`src/hdl/cti_pkg.sv`:
```
// Shared types and constants for the calibration table interpolator.
`default_nettype none
package cti_pkg;

  // Request codes.
  localparam logic [2:0] FUNC_CLEAR  = 3'd0;
  localparam logic [2:0] FUNC_APPEND = 3'd1;
  localparam logic [2:0] FUNC_S2P    = 3'd2;
  localparam logic [2:0] FUNC_P2S    = 3'd3;
  localparam logic [2:0] FUNC_CHECK  = 3'd4;

  // Status codes.
  localparam logic [2:0] ST_OK     = 3'd0;
  localparam logic [2:0] ST_BEYOND = 3'd1;
  localparam logic [2:0] ST_FEW    = 3'd2;
  localparam logic [2:0] ST_FULL   = 3'd3;
  localparam logic [2:0] ST_ORDER  = 3'd4;

  // Commands from the controller to the datapath.
  typedef struct packed {
    logic load;      // capture the request
    logic eval;      // evaluate the segment whose data has returned
    logic mul;       // start the multiply
    logic div_start; // start the divider
    logic finish;    // form the result
  } cti_cmd_t;

  // Status from the datapath to the controller.
  typedef struct packed {
    logic div_done;
  } cti_stat_t;

endpackage
`default_nettype wire

```
`src/hdl/cti_ram.sv`:
```
// Generic single-port-write, single-port-read RAM with registered read.
`default_nettype none
module cti_ram #(
  parameter int WIDTH = 32,
  parameter int DEPTH = 16
) (
  input  wire logic                     clk,
  input  wire logic                     we,
  input  wire logic [$clog2(DEPTH)-1:0] waddr,
  input  wire logic [WIDTH-1:0]         wdata,
  input  wire logic [$clog2(DEPTH)-1:0] raddr,
  output logic      [WIDTH-1:0]         rdata
);
  logic [WIDTH-1:0] mem [DEPTH];

  // Write port and registered read port.
  always_ff @(posedge clk) begin
    if (we) begin
      mem[waddr] <= wdata;
    end
    rdata <= mem[raddr];
  end
endmodule
`default_nettype wire

```
`src/hdl/cti_div.sv`:
```
// Restoring divider, one quotient bit per cycle, 64-bit dividend by 32-bit divisor.
`default_nettype none
module cti_div (
  input  wire logic        clk,
  input  wire logic        rst,
  input  wire logic        start,
  input  wire logic [63:0] dividend,
  input  wire logic [31:0] divisor,
  output logic             done,
  output logic      [63:0] quotient,
  output logic      [31:0] remainder
);
  logic [6:0]  count;
  logic        busy;
  logic [32:0] trial;

  // Shift in the next dividend bit and try the subtraction.
  assign trial = {remainder, quotient[63]} - {1'b0, divisor};

  always_ff @(posedge clk) begin
    if (rst) begin
      busy <= 1'b0;
      done <= 1'b0;
      count <= '0;
    end else begin
      done <= 1'b0;
      if (start) begin
        busy <= 1'b1;
        count <= 7'd64;
        quotient <= dividend;
        remainder <= '0;
      end else if (busy) begin
        if (!trial[32]) begin
          remainder <= trial[31:0];
          quotient <= {quotient[62:0], 1'b1};
        end else begin
          remainder <= {remainder[30:0], quotient[63]};
          quotient <= {quotient[62:0], 1'b0};
        end
        count <= count - 7'd1;
        if (count == 7'd1) begin
          busy <= 1'b0;
          done <= 1'b1;
        end
      end
    end
  end
endmodule
`default_nettype wire

```
`src/hdl/cti_datapath.sv`:
```
// Datapath: table memories, segment search registers, multiplier and divider.
`default_nettype none
module cti_datapath
  import cti_pkg::*;
#(
  parameter int TABLE_DEPTH = 16
) (
  input  wire logic                           clk,
  input  wire logic                           rst,
  input  wire cti_cmd_t                       cmd,
  input  wire logic [$clog2(TABLE_DEPTH)-1:0] rd_idx,
  input  wire logic                           rd_first,
  input  wire logic [2:0]                     in_func,
  input  wire logic [31:0]                    in_step,
  input  wire logic [31:0]                    in_len,
  output cti_stat_t                           stat,
  output logic      [$clog2(TABLE_DEPTH):0]   count_out,
  output logic      [2:0]                     res_status,
  output logic      [30:0]                    res_step,
  output logic      [31:0]                    res_pos
);
  localparam int AW = $clog2(TABLE_DEPTH);
  localparam int CW = AW + 1;

  logic [CW-1:0] entry_count;
  logic [2:0]    func;
  logic [30:0]   s;
  logic [31:0]   v;
  logic [30:0]   sd;
  logic [31:0]   ld;
  logic [30:0]   s_prev, s0;
  logic [31:0]   l_prev, l0;
  logic          found, lerp_up;
  logic          refused;
  logic [31:0]   y0, y1, x0, x1, dy, dx, den;
  logic [63:0]   prod;
  logic [63:0]   quo;
  logic [31:0]   rem;
  logic          div_done;
  logic          we;
  logic [30:0]   s_clamp;

  assign count_out = entry_count;
  assign stat.div_done = div_done;
  assign s_clamp = in_step[31] ? 31'd0 : in_step[30:0];
  assign we = cmd.load && in_func == FUNC_APPEND && entry_count < CW'(TABLE_DEPTH);

  cti_ram #(.WIDTH(31), .DEPTH(TABLE_DEPTH)) u_step_ram (
    .clk(clk), .we(we), .waddr(entry_count[AW-1:0]), .wdata(s_clamp),
    .raddr(rd_idx), .rdata(sd));
  cti_ram #(.WIDTH(32), .DEPTH(TABLE_DEPTH)) u_len_ram (
    .clk(clk), .we(we), .waddr(entry_count[AW-1:0]), .wdata(in_len),
    .raddr(rd_idx), .rdata(ld));

  // The product of the registered deltas feeds the divider when it starts.
  assign prod = 64'(dy) * 64'(dx);

  cti_div u_div (
    .clk(clk), .rst(rst), .start(cmd.div_start), .dividend(prod),
    .divisor(den), .done(div_done), .quotient(quo), .remainder(rem));

  // Segment search: each returned entry is compared with the previous one.
  always_ff @(posedge clk) begin
    if (rst) begin
      entry_count <= '0;
      found <= 1'b0;
      refused <= 1'b0;
    end else begin
      if (cmd.load) begin
        func <= in_func;
        s <= s_clamp;
        v <= in_len;
        found <= 1'b0;
        // An append that finds the table full is refused.
        refused <= in_func == FUNC_APPEND && !we;
        if (in_func == FUNC_CLEAR) begin
          entry_count <= '0;
        end else if (we) begin
          entry_count <= entry_count + CW'(1);
        end
      end
      if (cmd.eval) begin
        s_prev <= sd;
        l_prev <= ld;
        if (rd_first) begin
          s0 <= sd;
          l0 <= ld;
        end else if (func == FUNC_CHECK) begin
          if (s > s_prev && s < sd && v > l_prev && v < ld) begin
            found <= 1'b1;
          end
        end else if (func == FUNC_S2P) begin
          if (!found && s >= s_prev && s <= sd) begin
            found <= 1'b1;
            y0 <= l_prev; y1 <= ld; x0 <= {1'b0, s_prev}; x1 <= {1'b0, sd};
          end
        end else begin
          if (v >= l_prev && v <= ld) begin
            found <= 1'b1;
            y0 <= {1'b0, s_prev}; y1 <= {1'b0, sd}; x0 <= l_prev; x1 <= ld;
          end
        end
      end
      // Register the segment deltas.
      if (cmd.mul) begin
        lerp_up <= y1 >= y0;
        dy <= (y1 >= y0) ? y1 - y0 : y0 - y1;
        den <= x1 - x0;
        dx <= ((func == FUNC_S2P) ? {1'b0, s} : v) - x0;
      end
    end
  end

  // Result formation; the final table entry is held in s_prev/l_prev.
  logic [63:0] q_adj;
  logic [31:0] lerp_res;
  assign q_adj = (lerp_up || rem == 32'd0) ? quo : quo + 64'd1;
  assign lerp_res = (den == 32'd0) ? y0 :
                    lerp_up ? y0 + q_adj[31:0] : y0 - q_adj[31:0];

  always_ff @(posedge clk) begin
    if (cmd.finish) begin
      res_status <= ST_OK;
      res_step <= '0;
      res_pos <= '0;
      case (func)
        FUNC_APPEND: begin
          if (refused) res_status <= ST_FULL;
        end
        FUNC_CHECK: begin
          if (entry_count == CW'(0)) res_status <= ST_OK;
          else if (entry_count == CW'(TABLE_DEPTH)) res_status <= ST_FULL;
          else if (!found && !(s > s_prev && v > l_prev)) res_status <= ST_ORDER;
        end
        FUNC_S2P: begin
          if (entry_count < CW'(2)) res_status <= ST_FEW;
          else if (s >= s_prev) res_status <= ST_BEYOND;
          else if (s <= s0) res_pos <= '0;
          else if (!found) res_status <= ST_ORDER;
          else res_pos <= lerp_res;
        end
        FUNC_P2S: begin
          if (v == 32'd0) res_step <= '0;
          else if (entry_count < CW'(2)) res_status <= ST_FEW;
          else if (v >= l_prev) res_step <= s_prev;
          else if (v <= l0) res_step <= '0;
          else if (!found) res_status <= ST_ORDER;
          else res_step <= lerp_res[30:0];
        end
        default: begin
          res_status <= ST_OK;
        end
      endcase
    end
  end
endmodule
`default_nettype wire

```
`config.mk`:
```
export PLATFORM = sky130hd
export DESIGN_NAME = cti_datapath
export DESIGN_NICKNAME = d
export VERILOG_FILES = /design/src/hdl/cti_pkg.sv /design/src/hdl/cti_ram.sv /design/src/hdl/cti_div.sv /design/src/hdl/cti_datapath.sv
export SDC_FILE = /design/constraint.sdc
export NUM_CORES = 2
export LEC_CHECK = 0
export BUFFER_PORTS_ARGS = -buffer_cell sky130_fd_sc_hd__buf_2
export CORE_MARGIN = 1.5
export CORE_UTILIZATION = 50
export DETAILED_ROUTE_END_ITERATION = 7
export PLACE_DENSITY = 0.69
export SYNTH_ARGS = -nofsm -noshare
export SYNTH_HDL_FRONTEND = slang
export SYNTH_SLANG_ARGS = --single-unit
export TNS_END_PERCENT = 50
```
`constraint.sdc`:
```
create_clock -name clk -period 17.2 [get_ports clk]
set_input_delay 0.86 -clock clk [delete_from_list [all_inputs] [get_ports clk]]
set_output_delay 0.86 -clock clk [all_outputs]
set_load 0.01 [all_outputs]
```
==> results.sh <==
export IMPL_final_nets=10587
export IMPL_grt_max_degree=144
export IMPL_routed_via_density=5.87
export IMPL_initial_core_util=0.503
export IMPL_dp_hpwl_mm=220
export IMPL_yosysTopAreaCellShare=0.430
export IMPL_clock_latency_ps=840
export IMPL_status="complete, no violations"
export IMPL_final_util=0.547
export IMPL_worst_path_max_fanout=32
export IMPL_rsz0062_at_grt="false"
export IMPL_async_reset_ff_frac=0
export IMPL_path_buf_inv=2
export IMPL_top_register="u_len_ram.mem"
export IMPL_clockBufferDepth=3
export IMPL_synthCells=8932
export IMPL_cap_violations=0
export IMPL_slowest_delay_ps=1150
export IMPL_numCtsBuffers=169
export IMPL_finish_instance_area_um2=120000
export IMPL_ys_types=106
export IMPL_grtUsageTotal=0.273
export IMPL_syn_area_um2=111000
export IMPL_htree_levels=4
export IMPL_setup_tns_ps=0
export IMPL_crit_arrival_ps=9960
export IMPL_area_growth_pct=8.66
export IMPL_clk_root_buffer_cell="clkbuf_16"
export IMPL_fp_dieH_um=474
export IMPL_antenna_found_initial=16
export IMPL_vias=70776
export IMPL_postPlaceCellArea_um2=115000
export IMPL_pin_count=151
export IMPL_final_cells=12061
export IMPL_cp_common_cell="fa_1"
export IMPL_ant_nets=0
export IMPL_post_drt_wl_per_cell_um=25.2
export IMPL_post_cts_buffers=0
export IMPL_worst_setup_path_start_kind="register"
export IMPL_drtIter0Drc=7008
export IMPL_fin_crit_ps=9390
export IMPL_ys_seq_area_frac=0.445
export IMPL_required_ps=17770
export IMPL_ys_warn_count=0
export IMPL_final_max_slew_viol_count=0
export IMPL_cts_tree="built"
export IMPL_finalHoldViolations=0
export IMPL_crit_type="reg -> reg"
export IMPL_timing_critical_path_max_delay_family="adder cells"
export IMPL_reg_top3="u_len_ram.mem x512, u_step_ram.mem x496, u_div.quotient x64"
export IMPL_cts_hold_buf=0
export IMPL_max_freq_mhz=106
export IMPL_crit_slowest_cell="edfxtp_1"
export IMPL_synth_fp_nets=10561
export IMPL_regArea_um2=49200
export IMPL_drc=0
export IMPL_num_fill_cells=18054
export IMPL_cp_end_kind="register"
export IMPL_cts_resized=0
export IMPL_yosysMostFrequentCell="edfxtp_1"
export IMPL_place_gp_congestion=0.955
export IMPL_wl_mm=304
export IMPL_dp_cells=11745
export IMPL_firstDrtPassIters=6
export IMPL_syn_mean_instance_area_um2=12.4
export IMPL_synth_edff_count=1587
export IMPL_synth_seq_cells=1666
export IMPL_crit_chain="and2_1 > fa_1 > fa_1 > inv_1 > fa_1 > fa_1 > fa_1 > inv_1 > fa_1 > fa_1 > fa_1 > ha_1 > nand3_1 > nor2_1 > o2111ai_1 > a22oi_1 > a21oi_1 > o21ai_0 > a21boi_0 > o21ai_0 > xor2_1 > mux2_2"
export IMPL_final_setup_skew_ps=51.5
export IMPL_slew_limit_headroom=0.106
export IMPL_setup_violations=0
export IMPL_synthTopCellsByCount="1587 x edfxtp_1, 1227 x inv_1, 902 x fa_1"
export IMPL_core_area_um2=220000
export IMPL_portBuffers=150
export IMPL_largest_reg_flops=512
export IMPL_drive_gt1_frac=0.107
export IMPL_overflow=0
export IMPL_holdCritPathClass="in -> reg"
export IMPL_clk_pin_slew_ps=60
export IMPL_grt_pass1_vias=72480
export IMPL_grt_pass1_wl_mm=458
export IMPL_die_area_um2=224000
export IMPL_fin_crit_sh=0.546
export IMPL_worst_pin_slew_ps=1340
export IMPL_synth_ff_type="edfxtp_1"
export IMPL_yosys_area_top_type="edfxtp_1"
export IMPL_synthTopCellsByArea="edfxtp_1 43%, fa_1 16%, ha_1 7.3%"
export IMPL_multi_input_area_um2=55400
export IMPL_die_x_um=474
export IMPL_std_cell_rows=172
export IMPL_clock_sinks=1666
==> cells in the final DEF, fill, tap and decap left out, types with 29 or more instances in the layout <==
cell type,synthesis,final
edfxtp_1,1587,1587
inv_1,1227,1227
fa_1,902,902
nand2_1,837,837
ha_1,648,648
and2_1,614,613
a21oi_1,316,316
mux4_2,315,315
nor2_1,323,306
o21ai_0,271,271
a21o_1,198,198
xnor2_1,172,172
clkbuf_16,0,170
buf_2,12,144
buf_4,9,115
xor2_1,88,88
nand4_1,87,87
nor2b_1,84,79
dfxtp_1,79,79
nand3_1,65,65
mux2_2,58,58
o21a_1,51,51
nor3_1,48,48
a211oi_1,47,47
mux2i_1,42,42
o21bai_1,42,42
clkbuf_1,350,41
nand2b_1,37,37
nor4_1,35,35
and3_1,32,32
clkinv_2,0,29
==> kinds of logic (layout without fill, tap and decap cells) <==
kind of cell | after synthesis | in the layout | synth area share
flip-flops | 1666 | 1666 | 0.445
AO/OA/AOI/OAI | 1141 | 1141 | 0.0657
multiplexers | 417 | 417 | 0.0740
XOR/XNOR | 260 | 260 | 0.0206
AND/OR/NAND/NOR | 2262 | 2262 | 0.102
buffers and inverters | 1636 | 1802 | 0.0564
adder cells (fa/ha/maj) | 1550 | 1550 | 0.236
other | 0 | 5 | 0
==> worst reg2reg max path, cell delays in order (launching register included) <==
cell	delay, ps
edfxtp_1	1150
and2_1	300
fa_1	450
fa_1	500
inv_1	70
fa_1	570
fa_1	450
fa_1	570
inv_1	60
fa_1	470
fa_1	520
fa_1	440
ha_1	410
nand3_1	140
nor2_1	140
o2111ai_1	350
a22oi_1	590
a21oi_1	270
o21ai_0	720
a21boi_0	310
o21ai_0	290
xor2_1	90
mux2_2	270
==> metal layers <==
metal,wire length (um),GRT usage,up-vias,share of wire
met5,55,0,-,0.00018
met4,12000,0.0998,10,0.040
met3,23000,0.0417,576,0.076
met2,145000,0.447,2998,0.48
met1,123000,0.371,36428,0.41
li1,-,-,30764,-
==> layout make-up <==
class / count / area share
clock inverter: 83 / 0.00863
multi-input combinational: 5630 / 0.461
timing repair buffer: 263 / 0.0137
tap: 2958 / 0.0308
sequential: 1666 / 0.409
clock buffer: 228 / 0.0386
antenna: 5 / 0.000104
inverter: 1228 / 0.0383
==> worst paths after layout <==
kind                   from                 end  slack [ps]  depth (start not counted)
max                  dx[12]  u_div.quotient[55]        7810                         22
min              in_func[1]             func[1]         280                          1
max reg2reg          dx[12]  u_div.quotient[55]        7810                         22
min reg2reg  u_div.count[1]      u_div.count[1]         500                          2
==> per-stage QoR <==
stage,setup WS [ps],hold WS [ps]
finish,7810,276
floorplan,3510,426
CTS,7790,209
global placement,7860,480
global route,7490,238
detailed placement,7840,494
Power is left out: the tool's default activity adds up to more than one toggle a clock period on the data nets, which glitch-free logic cannot reach.
