===== src/hdl/cti_pkg.sv =====
// Shared types and constants for the calibration table interpolator.
`default_nettype none
package cti_pkg;

  // Request codes.
  localparam logic [2:0] FUNC_CLEAR  = 3'd0;
  localparam logic [2:0] FUNC_APPEND = 3'd1;
  localparam logic [2:0] FUNC_S2P    = 3'd2;
  localparam logic [2:0] FUNC_P2S    = 3'd3;
  localparam logic [2:0] FUNC_CHECK  = 3'd4;

  // Status codes.
  localparam logic [2:0] ST_OK     = 3'd0;
  localparam logic [2:0] ST_BEYOND = 3'd1;
  localparam logic [2:0] ST_FEW    = 3'd2;
  localparam logic [2:0] ST_FULL   = 3'd3;
  localparam logic [2:0] ST_ORDER  = 3'd4;

  // Commands from the controller to the datapath.
  typedef struct packed {
    logic load;      // capture the request
    logic eval;      // evaluate the segment whose data has returned
    logic mul;       // start the multiply
    logic div_start; // start the divider
    logic finish;    // form the result
  } cti_cmd_t;

  // Status from the datapath to the controller.
  typedef struct packed {
    logic div_done;
  } cti_stat_t;

endpackage
`default_nettype wire


===== src/hdl/cti_ctrl.sv =====
// Controller: sequences the table scan, the multiply and the divide.
`default_nettype none
module cti_ctrl
  import cti_pkg::*;
#(
  parameter int TABLE_DEPTH = 16
) (
  input  wire logic                           clk,
  input  wire logic                           rst,
  input  wire logic                           in_fire,
  input  wire logic [2:0]                     in_func,
  input  wire logic [$clog2(TABLE_DEPTH):0]   count_in,
  input  wire cti_stat_t                      stat,
  input  wire logic                           out_free,
  output logic                                busy,
  output logic                                out_set,
  output cti_cmd_t                            cmd,
  output logic      [$clog2(TABLE_DEPTH)-1:0] rd_idx,
  output logic                                rd_first
);
  localparam int AW = $clog2(TABLE_DEPTH);
  localparam int CW = AW + 1;

  localparam logic [2:0] S_IDLE = 3'd0;
  localparam logic [2:0] S_SCAN = 3'd1;
  localparam logic [2:0] S_MUL  = 3'd2;
  localparam logic [2:0] S_PROD = 3'd3;
  localparam logic [2:0] S_DIV  = 3'd4;
  localparam logic [2:0] S_FIN  = 3'd5;
  localparam logic [2:0] S_OUT  = 3'd6;

  logic [2:0]    state;
  logic [CW-1:0] idx;     // next address to read
  logic          pend;    // a read is in flight
  logic [AW-1:0] pend_idx;
  logic          lerp;

  assign busy = state != S_IDLE;
  assign rd_idx = idx[AW-1:0];
  assign rd_first = pend_idx == '0;

  always_comb begin
    cmd = '0;
    cmd.load = in_fire;
    cmd.eval = state == S_SCAN && pend;
    cmd.mul = state == S_MUL;
    cmd.div_start = state == S_PROD;
    cmd.finish = state == S_FIN;
  end

  assign out_set = state == S_OUT && out_free;

  always_ff @(posedge clk) begin
    if (rst) begin
      state <= S_IDLE;
      idx <= '0;
      pend <= 1'b0;
      pend_idx <= '0;
      lerp <= 1'b0;
    end else begin
      case (state)
        S_IDLE: begin
          if (in_fire) begin
            idx <= '0;
            pend <= 1'b0;
            lerp <= in_func == FUNC_S2P || in_func == FUNC_P2S;
            state <= (in_func == FUNC_CLEAR || in_func == FUNC_APPEND) ? S_FIN : S_SCAN;
          end
        end
        // Read entries 0..n-1 one per cycle; the read data comes back registered.
        S_SCAN: begin
          if (idx < count_in) begin
            pend <= 1'b1;
            pend_idx <= idx[AW-1:0];
            idx <= idx + CW'(1);
          end else if (pend) begin
            pend <= 1'b0;
          end else begin
            state <= lerp ? S_MUL : S_FIN;
          end
        end
        S_MUL: state <= S_PROD;
        S_PROD: state <= S_DIV;
        S_DIV: begin
          if (stat.div_done) state <= S_FIN;
        end
        S_FIN: state <= S_OUT;
        S_OUT: begin
          if (out_free) state <= S_IDLE;
        end
        default: state <= S_IDLE;
      endcase
    end
  end
endmodule
`default_nettype wire


===== config.mk =====
export PLATFORM = sky130hd
export DESIGN_NAME = cti_ctrl
export DESIGN_NICKNAME = d
export VERILOG_FILES = /design/src/hdl/cti_pkg.sv /design/src/hdl/cti_ctrl.sv
export SDC_FILE = /design/constraint.sdc
export NUM_CORES = 1
export LEC_CHECK = 0
export ABC_AREA = 1
export BUFFER_PORTS_ARGS = -buffer_cell sky130_fd_sc_hd__buf_2
export CORE_UTILIZATION = 50
export DETAILED_ROUTE_END_ITERATION = 8
export GPL_TIMING_DRIVEN = 0
export HOLD_SLACK_MARGIN = 0.05
export PLACE_DENSITY = 0.74
export SLEW_MARGIN = 20
export SYNTH_ARGS = -nofsm -noshare
export SYNTH_HDL_FRONTEND = slang
export SYNTH_SLANG_ARGS = --single-unit

===== constraint.sdc =====
create_clock -name clk -period 3.1 [get_ports clk]
set_clock_uncertainty 0.2 [all_clocks]
set_input_delay 0.31 -clock clk [delete_from_list [all_inputs] [get_ports clk]]
set_output_delay 0.31 -clock clk [all_outputs]
set_load 0.05 [all_outputs]

==> results.yml, run 1 <==
clock_tree:
  postCtsResizedCells: 0
  clk_pin_slew_ns: 0.08
  cts_buf_count: 3
  cts_max_level: 1
  ctsLongestPathBuffers: 2
  tritoncts: "done"
  clk_lat_worst_skew_ns: 0.28
  post-cts-setup-buffers: 0
  cts-hold-fix-buffers: 0
  root_buffer_master: "sky130_fd_sc_hd__clkbuf_4"
  cts_num_sinks: 14
power_and_ir_drop:
  switching_share_pct: 55.0
  power.density_cell_area_nw_per_um2: 1070
  clock_power_share_pct: 8.2
  static-leakage-power_nw: 0.645
  vdd_drop_max_v: 0.000616
  cellInternalPower_mw: 0.566
  total_switching_power_mw: 0.691
  p_comb_share_pct: 67.7
  power.sequential.fraction_pct: 24.1
place:
  port_buffers: 22
  placed_cells_incl_taps: 203
  place_congestion: 0.819
  placement.setup.worst_slack_ns: 1.23
  place_hpwl_mm: 1.67
grt:
  global_route.usage.met2_pct: 40.6
  grt_overflow: 0
  first_global_vias: 874
  antenna_violations_before_repair: 0
  global_route.usage.met3_pct: 3.46
  grt_pass1_wl_mm: 3.55
  grt.total_usage_pct: 22.4
  grt.busiest_layer: "met2"
  grt_start_max_net_pins: 11
  met1_usage_pct: 27.2
worst_hold_path:
  timing.hold.worst.class: "in -> reg"
  whs_endpoint: "lerp"
  min_delay_path_depth: 4
  min-delay-start: "in_func[2]"
logic_synthesis:
  synth_enable_flop_cells: 0
  syn_area_um2: 1010
  synth_commonest_cells: "sky130_fd_sc_hd__nand2_1, sky130_fd_sc_hd__nor2_1, sky130_fd_sc_hd__inv_1"
  postSynth.asyncResetShare_pct: 0
  yosys_register_bits: 14
  post_synth_main_area_contributors: "sky130_fd_sc_hd__dfxtp_1, sky130_fd_sc_hd__nand2_1, sky130_fd_sc_hd__nor2_1"
  yosys.cell_types.count: 21
  avgSynthCellArea_um2: 6.50
  synth_top_cell_area_share_pct: 27.7
  postSynth.topFlopCell: "sky130_fd_sc_hd__dfxtp_1"
  ys_warn_count: 0
  cells_after_synth: 156
  synth_nets: 174
  post-synth-top-count-cell: "sky130_fd_sc_hd__nand2_1"
  yosys.area.top_type: "sky130_fd_sc_hd__dfxtp_1"
  seq_area_frac_synth_pct: 27.7
timing:
  sum_of_negative_setup_slack_ns: 0
  setup_slack_ns: 1.13
  slew_headroom_pct: 79.8
  setup_viol: 0
  timing_hold_violations_final: 0
  period_needed_ns: 1.97
  maxSlewViolCount: 0
  fmax_ghz: 0.507
  worst_pin_slew_ns: 0.302
  finalHoldWorstSlack_ns: 0.187
  final_min_period_over_clock_period_pct: 63.6
  rsz0062_at_grt: "no"
finish:
  synthToLayoutAreaGrowth_pct: 16.2
  final_net_count: 201
  num-fill-cells: 179
  final_cell_count_without_fillers: 206
  antenna-diode-count: 0
  post_route_cells_drive_above_1_share_pct: 22.7
floorplanning:
  i_o_pins: 25
  coreArea_um2: 1820
  rows: 15
  floorplan.die_area_um2: 2210
  initial_cell_density_of_the_core_pct: 55.7
  die_w_um: 47.0
  die_h_um: 47.0
setup_path:
  reg2reg_to: "state[1]"
  regToRegStartpoint: "idx[2]"
  setup.worst_path.class: "reg -> out"
  r2r_setup_slack_ns: 1.21
  worstPathRequired_ns: 2.59
  crit_arrival_ns: 1.46
  reg2reg_path_depth: 8
  critPathMaxFanout: 10
  setup.worst_path.end_class: "primary output"
  start_kind: "flip-flop"
detailed_routing:
  remaining_antenna_violation_count: 0
  dr_drc_count: 0
  detail_route.wl_per_cell_um: 10.5
  detailedRoute.firstPassIterationCount: 4
  num_vias: 1015
  dr.first_iter.drc_count: 17
  vias_per_cell: 4.93
  detail_route.wirelength_mm: 2.16
outcome:
  result_of_the_run: "completed"
run:
  cap_violations: 0
-- worst max-delay path: stages, from the launching register on --
cell and delay (ns):
sky130_fd_sc_hd__dfxtp_1 0.40, sky130_fd_sc_hd__buf_6 0.16, sky130_fd_sc_hd__inv_1 0.05, sky130_fd_sc_hd__nor2_1 0.14, sky130_fd_sc_hd__nand3_1 0.11, sky130_fd_sc_hd__inv_1 0.07, sky130_fd_sc_hd__buf_2 0.26
-- layer usage --
layer	vias to the layer above	wire (um)
met5	-	0
met4	0	25
met3	4	86
met2	24	1020
met1	449	1030
li1	538	-
-- power groups by stage --
stage | clock [mW] | combinational [mW] | sequential [mW]
2_1_floorplan | 0 | 0.708 | 0.288
3_3_place_gp | 0 | 0.833 | 0.303
3_5_place_dp | 0 | 0.849 | 0.306
4_1_cts | 0.104 | 0.853 | 0.302
5_1_grt | 0.107 | 0.946 | 0.309
6_report | 0.104 | 0.851 | 0.302
-- per-stage QoR --
stage,cell area (um2),total power [mW],utilization [%]
3_5_place_dp,1150,1.15,63.4
6_report,1180,1.26,64.7
4_1_cts,1180,1.26,64.7
2_1_floorplan,1010,0.995,-
5_1_grt,1180,1.36,64.7
3_3_place_gp,1150,1.14,63.4
-- kinds of logic (layout without fill, tap and decap cells) --
| group | after synthesis | in the layout | share of synthesized area [%] |
|---|---|---|---|
| xor gates and xnor gates | 1 | 1 | 0.864 |
| buffers and inverters | 32 | 57 | 16.5 |
| AOI/OAI and AO/OA | 12 | 12 | 5.93 |
| DFF | 14 | 14 | 27.7 |
| and+or+nand+nor | 92 | 92 | 42.8 |
| adders and majority gates | 5 | 5 | 6.17 |
-- layout make-up --
type	instances	area [um2]	share of cell area (%)
Tap cell	25	31.3	2.66
Timing Repair Buffer	22	110	9.35
Clock buffer	3	22.5	1.91
Sequential cell	14	280	23.8
Buffer	9	81.3	6.91
Multi-Input combinational cell	110	566	48.0
Inverter	23	86.3	7.33
-- cell usage in the layout, fill, tap and decap left out --
master / count
sky130_fd_sc_hd__clkdlybuf4s18_2: 1
sky130_fd_sc_hd__inv_2: 2
sky130_fd_sc_hd__nand3_2: 1
sky130_fd_sc_hd__nor3_1: 4
sky130_fd_sc_hd__o21ai_0: 1
sky130_fd_sc_hd__inv_1: 21
sky130_fd_sc_hd__buf_6: 3
sky130_fd_sc_hd__buf_2: 22
sky130_fd_sc_hd__buf_4: 5
sky130_fd_sc_hd__a21oi_1: 11
sky130_fd_sc_hd__nor4_1: 1
sky130_fd_sc_hd__ha_1: 5
sky130_fd_sc_hd__nand2_1: 36
sky130_fd_sc_hd__and2_1: 1
sky130_fd_sc_hd__clkbuf_4: 3
sky130_fd_sc_hd__nand3_4: 2
sky130_fd_sc_hd__nand4_1: 4
sky130_fd_sc_hd__xor2_1: 1
sky130_fd_sc_hd__dfxtp_1: 14
sky130_fd_sc_hd__nand3_1: 13
sky130_fd_sc_hd__nand2_2: 1
sky130_fd_sc_hd__nor2_1: 28
sky130_fd_sc_hd__nor2_8: 1
-- worst max path at each step --
stage / slack [ns] / start / cells past startpoint / endpoint
2_1_floorplan: 0.75 / pend_idx[0] / 1 / rd_first
3_3_place_gp: 1.26 / count_in[4] / 10 / state[1]
3_5_place_dp: 1.23 / idx[2] / 8 / state[0]
4_1_cts: 1.13 / state[0] / 6 / cmd[3]
5_1_grt: 1.04 / state[0] / 6 / cmd[3]
6_report: 1.13 / state[0] / 6 / cmd[3]
-- state kept, by name, summed over array words and instances (netlist names) --
name / count
idx: 5
pend_idx: 4
state: 3
lerp: 1
pend: 1
Note: power is estimated with default switching activity, not from simulation.
==> run 2: changes to the inputs <==
==> constraint.sdc (replaced) <==
create_clock -name clk -period 2 [get_ports clk]
set_clock_uncertainty 0.2 [all_clocks]
set_input_delay 0.2 -clock clk [delete_from_list [all_inputs] [get_ports clk]]
set_output_delay 0.2 -clock clk [all_outputs]
set_load 0.05 [all_outputs]
==> run 2 against run 1 <==
Net effect:
- total power up 59%
- highest routed layer unchanged
- global-route usage up 0.28 points
- flip-flop and latch count unchanged
- non-clock buffer count unchanged
- utilization up 1.5 points
- setup slack worse by 0.97 ns
- sequential power up 56%
- final cell count up 0.49%
- largest cell class unchanged
- sequential share of layout area down 0.34 points
==> results.yml, run 2 (synthesized netlist as in run 1, its figures left out) <==
outcome:
  result_of_the_run: "completed"
setup_path:
  crit_path_start: "state[0]"
  worstPathRequired_ns: 1.60
  timing.critical_path.max_delay_family: "buffers and inverters"
  r2r_setup_slack_ns: 0.21
  crit_path_top_delay_cell: "sky130_fd_sc_hd__dfxtp_1"
  worst-path-buf-inv: 4
  regToRegStartpoint: "idx[1]"
  setup.worst_path.end_class: "primary output"
  critPathMaxFanout: 10
  crit_arrival_ns: 1.44
  reg2reg_path_depth: 9
  start_kind: "flip-flop"
  reg2reg_to: "idx[3]"
  timing.critical_path.mode_cell: "sky130_fd_sc_hd__inv_1"
  setup.worst_path.class: "reg -> out"
  crit_path_max_incr_delay_ns: 0.39
  critical_path.endpoint: "cmd[3]"
  critical_path_stages: 6
  path_cells: "buf_6 > inv_1 > nor2_1 > nand3_1 > inv_1 > buf_2"
floorplanning:
  rows: 15
  i_o_pins: 25
  initial_cell_density_of_the_core_pct: 55.7
  coreArea_um2: 1820
  die_w_um: 47.0
  die_h_um: 47.0
  floorplan.die_area_um2: 2210
timing:
  period_needed_ns: 1.84
  fmax_ghz: 0.544
  maxSlewViolCount: 0
  slew_headroom_pct: 78.2
  timing_hold_violations_final: 0
  setup_viol: 0
  final_min_period_over_clock_period_pct: 91.9
  sum_of_negative_setup_slack_ns: 0
  setup_slack_ns: 0.163
  worst_pin_slew_ns: 0.326
  rsz0062_at_grt: "no"
detailed_routing:
  detailedRoute.firstPassIterationCount: 4
  detail_route.wl_per_cell_um: 10.1
  vias_per_cell: 4.88
  detail_route.wirelength_mm: 2.09
  remaining_antenna_violation_count: 0
  dr_drc_count: 0
  dr.first_iter.drc_count: 19
  num_vias: 1011
finish:
  top_register: "idx"
  multi_input_area_um2: 577
  post_route_cells_drive_above_1_share_pct: 25.3
  final_net_count: 201
  biggestRegsByFlops: "idx x5, pend_idx x4, state x3"
  finish.utilization_pct: 66.2
  synthToLayoutAreaGrowth_pct: 18.9
  most_frequent_cells_in_the_layout: "sky130_fd_sc_hd__nand2_1, sky130_fd_sc_hd__nor2_1, sky130_fd_sc_hd__buf_2, sky130_fd_sc_hd__inv_1, sky130_fd_sc_hd__nand3_1"
  num-fill-cells: 172
  largest_register_ff_count: 5
  layout_commonest_cell: "sky130_fd_sc_hd__nand2_1"
  seqCellArea_um2: 283
  antenna-diode-count: 0
grt:
  grt_pass1_wl_mm: 3.48
  global_route.usage.met3_pct: 5.77
  antenna_violations_before_repair: 0
  grt_overflow: 0
  met1_usage_pct: 28.2
  grt.busiest_layer: "met2"
  grt_start_max_net_pins: 11
  first_global_vias: 847
  global_route.usage.met2_pct: 37.8
  grt.total_usage_pct: 22.7
clock_tree:
  root_buffer_master: "sky130_fd_sc_hd__clkbuf_4"
  cts_num_sinks: 14
  post-cts-setup-buffers: 0
  cts_max_level: 1
  clk_pin_slew_ns: 0.08
  ctsLongestPathBuffers: 2
  clk_lat_worst_skew_ns: 0.28
  cts_buf_count: 3
  tritoncts: "done"
place:
  place_hpwl_mm: 1.68
  port_buffers: 22
  place_congestion: 0.807
  placement.setup.worst_slack_ns: 0.128
power_and_ir_drop:
  vdd_drop_max_v: 0.000898
  power.density_cell_area_nw_per_um2: 1660
  static-leakage-power_nw: 0.657
run:
  cap_violations: 0
worst_hold_path:
  timing.hold.worst.class: "in -> reg"
  min-delay-start: "rst"
==> run 2: metrics by stage <==
| stage | hold WS [ns] | cell area (um2) | std cells | power, mW |
|---|---|---|---|---|
| global placement | 0.262 | 1170 | 203 | 1.77 |
| detailed placement | 0.266 | 1170 | 203 | 1.80 |
| finish | 0.0683 | 1200 | 207 | 2.00 |
| floorplan | 0.231 | 1020 | 156 | 1.55 |
| CTS | 0.0728 | 1200 | 207 | 2.01 |
| global route | 0.0636 | 1200 | 207 | 2.20 |
==> run 2: how the worst min path moves through the flow <==
stage / end / cells after the start / slack, ns
final: idx[2] / 2 / 0.07
after global routing: idx[2] / 2 / 0.06
after CTS: idx[2] / 2 / 0.07
after detailed placement: pend_idx[0] / 2 / 0.27
after global placement: pend_idx[1] / 2 / 0.26
after floorplan: lerp / 2 / 0.23
==> run 2: layout make-up <==
class / count / area share [%]
Buffer: 9 / 6.75
Clock buffer: 4 / 3.01
Inverter: 23 / 7.17
Multi-Input combinational cell: 110 / 47.9
Sequential cell: 14 / 23.5
Tap cell: 25 / 2.60
Timing Repair Buffer: 22 / 9.14
==> run 2: report_power, final <==
| group | internal (mW) | switching (mW) | leakage, nW | total (mW) |
|---|---|---|---|---|
| Combinational | 0.441 | 0.892 | 0.521 | 1.33 |
| Clock | 0.111 | 0.0848 | 0.0210 | 0.196 |
| Sequential | 0.374 | 0.0970 | 0.116 | 0.470 |
==> run 2: what timing repair did <==
| action | 4_1_cts | 5_1_grt |
|---|---|---|
| resized for setup | 0 | 2 |
| endpoints found under the setup margin | 0 | 6 |
| hold endpoints to repair | 0 | 0 |
| hold buffers | 0 | 0 |
==> run 2: routing by layer <==
| metal | vias to the layer above | routed length [um] |
|---|---|---|
| met1 | 441 | 979 |
| li1 | 544 | - |
| met4 | 0 | 12 |
| met5 | - | 0 |
| met2 | 24 | 1020 |
| met3 | 2 | 80 |
==> run 2: worst reg2reg max path: cells and delay by family (launching register included) <==
kind | cells | cell delay [ns]
simple gates | 7 | 0.70
flops | 1 | 0.44
buf+inv | 1 | 0.09
fa+ha+maj | 1 | 0.27
